===== src/design/rgbovl_pkg.sv =====
// ----------------------------------------------------------------------------
// rgbovl_pkg
// Shared constants for the RGB watermark overlay blender: field widths,
// register indexes and BT.601 conversion coefficients.
// ----------------------------------------------------------------------------
package rgbovl_pkg;

   // Item field widths
   localparam int LOGO_POS_W  = 10;
   localparam int FRAME_POS_W = 13;
   localparam int OFFSET_W    = 12;
   localparam int PIX_W       = 8;

   // Packed channel widths (data channels in whole bytes)
   localparam int REQ_DATA_W = 72;
   localparam int RSP_DATA_W = 56;
   localparam int RSP_USER_W = 3;

   // Configuration port
   localparam int CSR_IDX_W  = 3;
   localparam int CSR_DATA_W = 13;

   typedef enum logic [CSR_IDX_W-1:0] {
      CSR_OPACITY      = 3'd0,
      CSR_OFFSET_ROW   = 3'd1,
      CSR_OFFSET_COL   = 3'd2,
      CSR_FRAME_WIDTH  = 3'd3,
      CSR_FRAME_HEIGHT = 3'd4
   } csr_index_type;

   // Register reset values
   localparam logic [7:0]             OPACITY_RST      = 8'd255;
   localparam logic [FRAME_POS_W-1:0] FRAME_WIDTH_RST  = 13'd1920;
   localparam logic [FRAME_POS_W-1:0] FRAME_HEIGHT_RST = 13'd1080;

   // Largest frame dimension honored by the bounds check
   localparam logic [FRAME_POS_W-1:0] FRAME_DIM_MAX = 13'd4096;

   // BT.601 studio range coefficients (magnitudes; signs applied in the sums)
   localparam logic [7:0] C_Y_R  = 8'd66;
   localparam logic [7:0] C_Y_G  = 8'd129;
   localparam logic [7:0] C_Y_B  = 8'd25;
   localparam logic [7:0] C_CB_R = 8'd38;
   localparam logic [7:0] C_CB_G = 8'd74;
   localparam logic [7:0] C_CB_B = 8'd112;
   localparam logic [7:0] C_CR_R = 8'd112;
   localparam logic [7:0] C_CR_G = 8'd94;
   localparam logic [7:0] C_CR_B = 8'd18;
   localparam logic [7:0] C_ROUND      = 8'd128;
   localparam logic [7:0] C_LUMA_OFS   = 8'd16;
   localparam logic [7:0] C_CHROMA_OFS = 8'd128;
   localparam logic [7:0] C_FULL_SCALE = 8'd255;

endpackage


===== src/design/rgb_overlay_yuv420_alpha_blend.sv =====
// ----------------------------------------------------------------------------
// rgb_overlay_yuv420_alpha_blend
// Places one RGB watermark pixel into a YUV 4:2:0 frame: converts it to
// BT.601 YCbCr, alpha-blends each component with the background samples and
// flags which of the luma and chroma planes take the result.
// ----------------------------------------------------------------------------
//
//  Channel  Ports             Direction  Item
//  -------  ----------------  ---------  --------------------------------------
//  req      req_t*            in         logo pixel, RGB and background Y/Cb/Cr
//  rsp      rsp_t*            out        frame position, blended Y/Cb/Cr, flags
//  csr      csr_*             in         register write, no read-back
//
//  One item per cycle is sustained while rsp_tready stays high, set by the four
//  register stages (products, sums, blend products, divide), each of which takes
//  a new item every clock unless the stage after it is stalled.
//  reset is synchronous: it empties every stage and loads register defaults.
//  A stall on rsp backs up stage by stage; a stage with a bubble still takes
//  an item, so req_tready stays high while any stage is free.
//  Write registers only while the pipeline is empty; a write takes effect at
//  the next edge.
// ----------------------------------------------------------------------------
module rgb_overlay_yuv420_alpha_blend (
   input  logic                                 clock,
   input  logic                                 reset,
   // lowest bit up: logo_row, logo_col, red, green, blue, bg_luma, bg_cb,
   // bg_cr, zero fill
   input  logic [rgbovl_pkg::REQ_DATA_W-1:0]    req_tdata,
   input  logic                                 req_tvalid,
   output logic                                 req_tready,
   // lowest bit up: frame_row, frame_col, out_luma, out_cb, out_cr, zero fill
   output logic [rgbovl_pkg::RSP_DATA_W-1:0]    rsp_tdata,
   // lowest bit up: write_luma, write_cb, write_cr
   output logic [rgbovl_pkg::RSP_USER_W-1:0]    rsp_tuser,
   output logic                                 rsp_tvalid,
   input  logic                                 rsp_tready,
   input  logic                                 csr_wr_en,
   input  logic [rgbovl_pkg::CSR_IDX_W-1:0]     csr_index,
   input  logic [rgbovl_pkg::CSR_DATA_W-1:0]    csr_wdata
);
   import rgbovl_pkg::*;

   // -------------------------------------------------------------------------
   // Configuration registers
   // -------------------------------------------------------------------------
   logic [7:0]             opacity_ff;
   logic [OFFSET_W-1:0]    offset_row_ff;
   logic [OFFSET_W-1:0]    offset_col_ff;
   logic [FRAME_POS_W-1:0] frame_width_ff;
   logic [FRAME_POS_W-1:0] frame_height_ff;

   always_ff @(posedge clock) begin
      if (reset) begin
         opacity_ff      <= OPACITY_RST;
         offset_row_ff   <= '0;
         offset_col_ff   <= '0;
         frame_width_ff  <= FRAME_WIDTH_RST;
         frame_height_ff <= FRAME_HEIGHT_RST;
      end else if (csr_wr_en) begin
         case (csr_index)
            CSR_OPACITY:      opacity_ff      <= csr_wdata[7:0];
            CSR_OFFSET_ROW:   offset_row_ff   <= csr_wdata[OFFSET_W-1:0];
            CSR_OFFSET_COL:   offset_col_ff   <= csr_wdata[OFFSET_W-1:0];
            CSR_FRAME_WIDTH:  frame_width_ff  <= csr_wdata;
            CSR_FRAME_HEIGHT: frame_height_ff <= csr_wdata;
            default: ;  // unknown index: drop the write
         endcase
      end
   end

   // Clip frame dimensions to the largest supported frame
   logic [FRAME_POS_W-1:0] frame_w_lim;
   logic [FRAME_POS_W-1:0] frame_h_lim;
   assign frame_w_lim = (frame_width_ff  > FRAME_DIM_MAX) ? FRAME_DIM_MAX : frame_width_ff;
   assign frame_h_lim = (frame_height_ff > FRAME_DIM_MAX) ? FRAME_DIM_MAX : frame_height_ff;

   // -------------------------------------------------------------------------
   // Input unpack
   // -------------------------------------------------------------------------
   logic [LOGO_POS_W-1:0] in_logo_row;
   logic [LOGO_POS_W-1:0] in_logo_col;
   logic [PIX_W-1:0]      in_red, in_green, in_blue;
   logic [PIX_W-1:0]      in_bg_luma, in_bg_cb, in_bg_cr;

   assign in_logo_row = req_tdata[9:0];
   assign in_logo_col = req_tdata[19:10];
   assign in_red      = req_tdata[27:20];
   assign in_green    = req_tdata[35:28];
   assign in_blue     = req_tdata[43:36];
   assign in_bg_luma  = req_tdata[51:44];
   assign in_bg_cb    = req_tdata[59:52];
   assign in_bg_cr    = req_tdata[67:60];

   // -------------------------------------------------------------------------
   // Stage enables: a stage advances when it is empty or its successor moves
   // -------------------------------------------------------------------------
   logic s1_vld_ff, s2_vld_ff, s3_vld_ff, s4_vld_ff;
   logic s1_en, s2_en, s3_en, s4_en;

   assign s4_en = !s4_vld_ff || rsp_tready;
   assign s3_en = !s3_vld_ff || s4_en;
   assign s2_en = !s2_vld_ff || s3_en;
   assign s1_en = !s1_vld_ff || s2_en;

   assign req_tready = s1_en;

   always_ff @(posedge clock) begin
      if (reset) begin
         s1_vld_ff <= 1'b0;
         s2_vld_ff <= 1'b0;
         s3_vld_ff <= 1'b0;
         s4_vld_ff <= 1'b0;
      end else begin
         if (s1_en) s1_vld_ff <= req_tvalid;
         if (s2_en) s2_vld_ff <= s1_vld_ff;
         if (s3_en) s3_vld_ff <= s2_vld_ff;
         if (s4_en) s4_vld_ff <= s3_vld_ff;
      end
   end

   // -------------------------------------------------------------------------
   // Stage 1: frame position and the nine coefficient products
   // -------------------------------------------------------------------------
   logic [FRAME_POS_W-1:0] s1_row_ff, s1_col_ff;
   logic [15:0] s1_yr_ff, s1_yg_ff, s1_yb_ff;
   logic [15:0] s1_ur_ff, s1_ug_ff, s1_ub_ff;
   logic [15:0] s1_vr_ff, s1_vg_ff, s1_vb_ff;
   logic [PIX_W-1:0] s1_bg_y_ff, s1_bg_u_ff, s1_bg_v_ff;

   always_ff @(posedge clock) begin
      if (s1_en) begin
         s1_row_ff  <= FRAME_POS_W'(in_logo_row) + FRAME_POS_W'(offset_row_ff);
         s1_col_ff  <= FRAME_POS_W'(in_logo_col) + FRAME_POS_W'(offset_col_ff);
         s1_yr_ff   <= 16'(in_red)   * 16'(C_Y_R);
         s1_yg_ff   <= 16'(in_green) * 16'(C_Y_G);
         s1_yb_ff   <= 16'(in_blue)  * 16'(C_Y_B);
         s1_ur_ff   <= 16'(in_red)   * 16'(C_CB_R);
         s1_ug_ff   <= 16'(in_green) * 16'(C_CB_G);
         s1_ub_ff   <= 16'(in_blue)  * 16'(C_CB_B);
         s1_vr_ff   <= 16'(in_red)   * 16'(C_CR_R);
         s1_vg_ff   <= 16'(in_green) * 16'(C_CR_G);
         s1_vb_ff   <= 16'(in_blue)  * 16'(C_CR_B);
         s1_bg_y_ff <= in_bg_luma;
         s1_bg_u_ff <= in_bg_cb;
         s1_bg_v_ff <= in_bg_cr;
      end
   end

   // -------------------------------------------------------------------------
   // Stage 2: YCbCr sums with floor shift, bounds check
   // -------------------------------------------------------------------------
   // Chroma sums are signed; modular 18-bit arithmetic gives the right bits and
   // bits [15:8] are the arithmetic shift by eight.
   logic [16:0] y_sum;
   logic [17:0] u_sum, v_sum;
   logic        s2_inside_in;

   assign y_sum = 17'(s1_yr_ff) + 17'(s1_yg_ff) + 17'(s1_yb_ff) + 17'(C_ROUND);
   assign u_sum = 18'(s1_ub_ff) - 18'(s1_ur_ff) - 18'(s1_ug_ff) + 18'(C_ROUND);
   assign v_sum = 18'(s1_vr_ff) - 18'(s1_vg_ff) - 18'(s1_vb_ff) + 18'(C_ROUND);

   // Logo coordinates are ten bits wide, so they always sit inside the logo.
   assign s2_inside_in = (s1_row_ff < frame_h_lim) && (s1_col_ff < frame_w_lim);

   logic [FRAME_POS_W-1:0] s2_row_ff, s2_col_ff;
   logic [PIX_W-1:0] s2_wm_y_ff, s2_wm_u_ff, s2_wm_v_ff;
   logic [PIX_W-1:0] s2_bg_y_ff, s2_bg_u_ff, s2_bg_v_ff;
   logic             s2_inside_ff;

   always_ff @(posedge clock) begin
      if (s2_en) begin
         s2_row_ff    <= s1_row_ff;
         s2_col_ff    <= s1_col_ff;
         s2_wm_y_ff   <= y_sum[15:8] + C_LUMA_OFS;
         s2_wm_u_ff   <= u_sum[15:8] + C_CHROMA_OFS;
         s2_wm_v_ff   <= v_sum[15:8] + C_CHROMA_OFS;
         s2_bg_y_ff   <= s1_bg_y_ff;
         s2_bg_u_ff   <= s1_bg_u_ff;
         s2_bg_v_ff   <= s1_bg_v_ff;
         s2_inside_ff <= s2_inside_in;
      end
   end

   // -------------------------------------------------------------------------
   // Stage 3: blend products, watermark by opacity and background by the rest
   // -------------------------------------------------------------------------
   logic [PIX_W-1:0] inv_opacity;
   assign inv_opacity = C_FULL_SCALE - opacity_ff;

   logic [FRAME_POS_W-1:0] s3_row_ff, s3_col_ff;
   logic [15:0] s3_wy_ff, s3_wu_ff, s3_wv_ff;
   logic [15:0] s3_by_ff, s3_bu_ff, s3_bv_ff;
   logic        s3_inside_ff;

   always_ff @(posedge clock) begin
      if (s3_en) begin
         s3_row_ff    <= s2_row_ff;
         s3_col_ff    <= s2_col_ff;
         s3_wy_ff     <= 16'(s2_wm_y_ff) * 16'(opacity_ff);
         s3_wu_ff     <= 16'(s2_wm_u_ff) * 16'(opacity_ff);
         s3_wv_ff     <= 16'(s2_wm_v_ff) * 16'(opacity_ff);
         s3_by_ff     <= 16'(s2_bg_y_ff) * 16'(inv_opacity);
         s3_bu_ff     <= 16'(s2_bg_u_ff) * 16'(inv_opacity);
         s3_bv_ff     <= 16'(s2_bg_v_ff) * 16'(inv_opacity);
         s3_inside_ff <= s2_inside_ff;
      end
   end

   // -------------------------------------------------------------------------
   // Stage 4: sum and divide by 255, then the output register
   // -------------------------------------------------------------------------
   // Both terms are nonnegative and their sum is at most 255*255, so the
   // quotient fits eight bits and needs no clamp. For x below 65535,
   // x / 255 == (x + 1 + (x >> 8)) >> 8.
   function automatic logic [PIX_W-1:0] div255(input logic [15:0] wm_p,
                                               input logic [15:0] bg_p);
      logic [16:0] x;
      logic [16:0] t;
      x = 17'(wm_p) + 17'(bg_p);
      t = x + 17'd1 + (x >> 8);
      return t[15:8];
   endfunction

   logic [FRAME_POS_W-1:0] s4_row_ff, s4_col_ff;
   logic [PIX_W-1:0]       s4_y_ff, s4_u_ff, s4_v_ff;
   logic                   s4_wr_y_ff, s4_wr_u_ff, s4_wr_v_ff;

   always_ff @(posedge clock) begin
      if (s4_en) begin
         s4_row_ff  <= s3_row_ff;
         s4_col_ff  <= s3_col_ff;
         s4_y_ff    <= div255(s3_wy_ff, s3_by_ff);
         s4_u_ff    <= div255(s3_wu_ff, s3_bu_ff);
         s4_v_ff    <= div255(s3_wv_ff, s3_bv_ff);
         // Cb on even row and column, Cr on even row and odd column
         s4_wr_y_ff <= s3_inside_ff;
         s4_wr_u_ff <= s3_inside_ff && !s3_row_ff[0] && !s3_col_ff[0];
         s4_wr_v_ff <= s3_inside_ff && !s3_row_ff[0] &&  s3_col_ff[0];
      end
   end

   assign rsp_tvalid = s4_vld_ff;
   assign rsp_tdata  = {6'd0, s4_v_ff, s4_u_ff, s4_y_ff, s4_col_ff, s4_row_ff};
   assign rsp_tuser  = {s4_wr_v_ff, s4_wr_u_ff, s4_wr_y_ff};

   // -------------------------------------------------------------------------
   // Assertions
   // -------------------------------------------------------------------------
   a_chroma_exclusive: assert property (@(posedge clock) disable iff (reset)
      rsp_tvalid |-> !(rsp_tuser[1] && rsp_tuser[2]))
      else $error("Cb and Cr write flags both set");

   a_chroma_needs_luma: assert property (@(posedge clock) disable iff (reset)
      rsp_tvalid && (rsp_tuser[1] || rsp_tuser[2]) |-> rsp_tuser[0])
      else $error("chroma write flagged outside the frame");

   a_chroma_even_row: assert property (@(posedge clock) disable iff (reset)
      rsp_tvalid && (rsp_tuser[1] || rsp_tuser[2]) |-> !rsp_tdata[0])
      else $error("chroma write flagged on an odd row");

   a_ready_follows: assert property (@(posedge clock) disable iff (reset)
      rsp_tready |-> req_tready)
      else $error("input stalled while output drains");

   a_reset_empty: assert property (@(posedge clock)
      reset |=> !rsp_tvalid)
      else $error("result valid right after reset");

endmodule


===== config.mk =====
export PLATFORM = sky130hd
export DESIGN_NAME = rgb_overlay_yuv420_alpha_blend
export DESIGN_NICKNAME = d
export VERILOG_FILES = /design/src/design/rgbovl_pkg.sv /design/src/design/rgb_overlay_yuv420_alpha_blend.sv
export SDC_FILE = /design/constraint.sdc
export NUM_CORES = 2
export LEC_CHECK = 0
export BUFFER_PORTS_ARGS = -buffer_cell sky130_fd_sc_hd__buf_4
export CORE_MARGIN = 2
export CORE_UTILIZATION = 46
export DETAILED_ROUTE_END_ITERATION = 6
export GPL_TIMING_DRIVEN = 0
export PLACE_DENSITY = 0.65
export SKIP_CTS_REPAIR_TIMING = 1
export SLEW_MARGIN = 30
export SYNTH_ARGS = -nofsm -noshare
export SYNTH_HDL_FRONTEND = slang
export SYNTH_SLANG_ARGS = --single-unit

===== constraint.sdc =====
create_clock -name clock -period 5.2 [get_ports clock]
set_input_delay 0.26 -clock clock [delete_from_list [all_inputs] [get_ports clock]]
set_output_delay 0.26 -clock clock [all_outputs]
set_load 0.005 [all_outputs]

==> impl_metrics.csv <==
group,metric,value,unit
placement,gp_congestion,0.837,
die,dieWidth,294,microns
yosys,synth_largest_area_cell,"edfxtp_1",
min_path,hold_path_class,"in -> reg",
critical_path,crit_start,"opacity_ff[7]",
clocking,clk-insertion-delay-late,650,ps
critical_path,crit_required,5560,ps
yosys,synthTopCellsByArea,"edfxtp_1, ha_1, fa_1",
routing,via_per_inst,5.12,
finish,fin_nets,4777,
timing,relSlewSlack,34.7,%
yosys,synth_cells,3564,
clocking,h-tree-depth,2,
yosys,yosysMostFrequentCell,"ha_1",
status,run_status,"finished clean",
critical_path,critPathLaunchType,"register",
routing,drt-total-wl,84200,microns
clocking,numClockSinks,470,
yosys,ys_async_sr_fraction,0,%
routing,num_vias,25400,
die,ios,154,
clocking,clk_pin_slew_worst_paths,60,ps
yosys,synthTopCellsByCount,"ha_1, inv_1, edfxtp_1",
timing,period_minus_slack,5130,ps
yosys,syn_area,38700,sq um
die,coreArea,83400,sq um
yosys,synthDistinctLibCells,77,
die,initial_utilization,46.4,%
placement,portBuffers,142,
die,die_area,86400,sq um
timing,fin_skew,35.6,ps
clocking,cts_buffers,54,
global_route,grt_start_max_net_pins,53,
global_route,grt_pass1_wl,135000,microns
yosys,synthFlopType,"edfxtp_1",
placement,hpwlAfterDp,65000,microns
timing,fmax,0.195,GHz
yosys,synth.top_cell.area_share,31.7,%
yosys,synth_edf_count,408,
routing,wl_per_cell,17.0,microns
critical_path,r2r_start,"opacity_ff[7]",
clocking,clk_path_buf_depth,3,
routing,ant_nets,0,
yosys,syn_area_per_cell,10.9,sq um
critical_path,crit_path_end_kind,"register",
yosys,yosys_warnings,0,
critical_path,path_class,"reg -> reg",
min_path,hold_depth,1,
timing,setup_violations,0,
routing,drt-pass1-iter-count,5,
timing,hold_violations,0,
run,maxCapViolCount,0,
yosys,ys_seq_area_share,34.9,%
finish,n_fill_cell,7259,
timing,fin_ws,72.6,ps
critical_path,r2r_setup_slack,70,ps
routing,drcViolationCount,0,
finish,drive_gt1_share,8.08,%
min_path,min_from,"req_tdata[31]",
global_route,grt_pass1_vias,25500,
timing,finalCritPeriodShare,98.6,%
die,fp.dieH,294,microns
global_route,grt_overflow,0,
placement,pre_cts_ws,-735,ps
die,rows,106,
yosys,yosys_register_bits,470,
clocking,cts-root-buf,"clkbuf_16",
finish,areaGrowthSynthToFinish,13.6,%
critical_path,cp_max_fo,10,
timing,tightest_slew,966,ps
critical_path,critPathArrivalTime,5490,ps
critical_path,r2r_cells,18,
timing,slew_viol_final,0,
global_route,globalRouteTotalUtil,19.7,%
global_route,grt_antenna_before_repair,2,
routing,drt_first_iter_violations,1208,
clocking,cts_tree,"done",
timing,rsz0062_at_grt,"yes",
## kinds of logic (layout without fill, tap and decap cells)
logic type / after synthesis / after routing / share of synthesized area, %
mux: 4 / 4 / 0.104
flops: 470 / 470 / 34.9
buf+inv: 614 / 920 / 6.05
compound gates: 475 / 475 / 7.99
simple gates: 935 / 935 / 12.7
xor+xnor: 210 / 210 / 4.83
fa+ha+maj: 855 / 855 / 33.4
other cells: 1 / 7 / 0.00970
## layer usage
| metal | track usage, % | wire (microns) |
|---|---|---|
| met5 | 0 | 11 |
| met4 | 4.68 | 1730 |
| met2 | 32.9 | 39900 |
| met1 | 27.2 | 39200 |
| met3 | 2.69 | 3320 |
## registers in the layout, indices dropped and copies added, names as in the netlist, 16 cells and up
signal,count
s1_yg_ff,16
s3_wv_ff,16
s3_wy_ff,16
s3_bu_ff,16
s3_bv_ff,16
s3_wu_ff,16
s3_by_ff,16
## layout make-up
cell class,instances,area [sq um],share of cell area (%)
multi-input combinational,2485,22900,52.1
sequential,470,13500,30.7
inverter,542,2040,4.65
timing repair buffer,206,1820,4.13
clock buffer,64,1400,3.18
tap,1080,1350,3.08
clock inverter,38,577,1.31
buffer,70,378,0.860
antenna,1,2.50,0.00570
## critical path: stages, from the launching register on
cell	delay, ps
dfxtp_1	410
clkbuf_4	270
buf_4	240
nand2_1	90
fa_1	470
fa_1	540
inv_1	50
fa_1	520
inv_1	50
fa_1	530
inv_1	40
ha_1	310
a21boi_0	160
o21ai_1	150
nand2b_1	90
a21o_1	200
a41o_1	250
o41a_1	330
xnor2_1	150
## per-stage QoR
stage	cells	cell area, sq um	util, %	TNS (ps)	hold slack (ps)
CTS	4901	43300	51.9	-6930	-241
finish	4956	43900	52.7	0	15.9
floorplan	3569	38700	-	0	359
global route	4956	43900	52.7	-160	7.68
global placement	4791	41100	49.3	-333620	401
detailed placement	4799	41300	49.5	-6470	405
## worst paths after layout
check	endpoint
hold reg to reg	s4_row_ff[12]
hold / removal	s1_yg_ff[3]
setup reg to reg	s3_wy_ff[15]
setup / recovery	s3_wy_ff[15]
## layout by cell type, fill, tap and decap left out, types with 46 or more instances in the layout
cell / Yosys / routed
nor2b_1: 193 / 193
nor2_1: 144 / 144
a21o_1: 49 / 49
buf_4: 9 / 160
xnor2_1: 158 / 158
inv_1: 542 / 540
a21oi_1: 171 / 171
dlygate4sd3_1: 0 / 56
fa_1: 298 / 298
o21ai_0: 75 / 72
clkbuf_16: 0 / 54
ha_1: 557 / 557
nand2_1: 238 / 236
dfxtp_1: 62 / 61
edfxtp_1: 408 / 408
xor2_1: 48 / 48
nand2b_1: 46 / 46
and2_1: 164 / 164
Power is left out: the tool's default activity adds up to more than one toggle a clock period on the data nets, which glitch-free logic cannot reach.
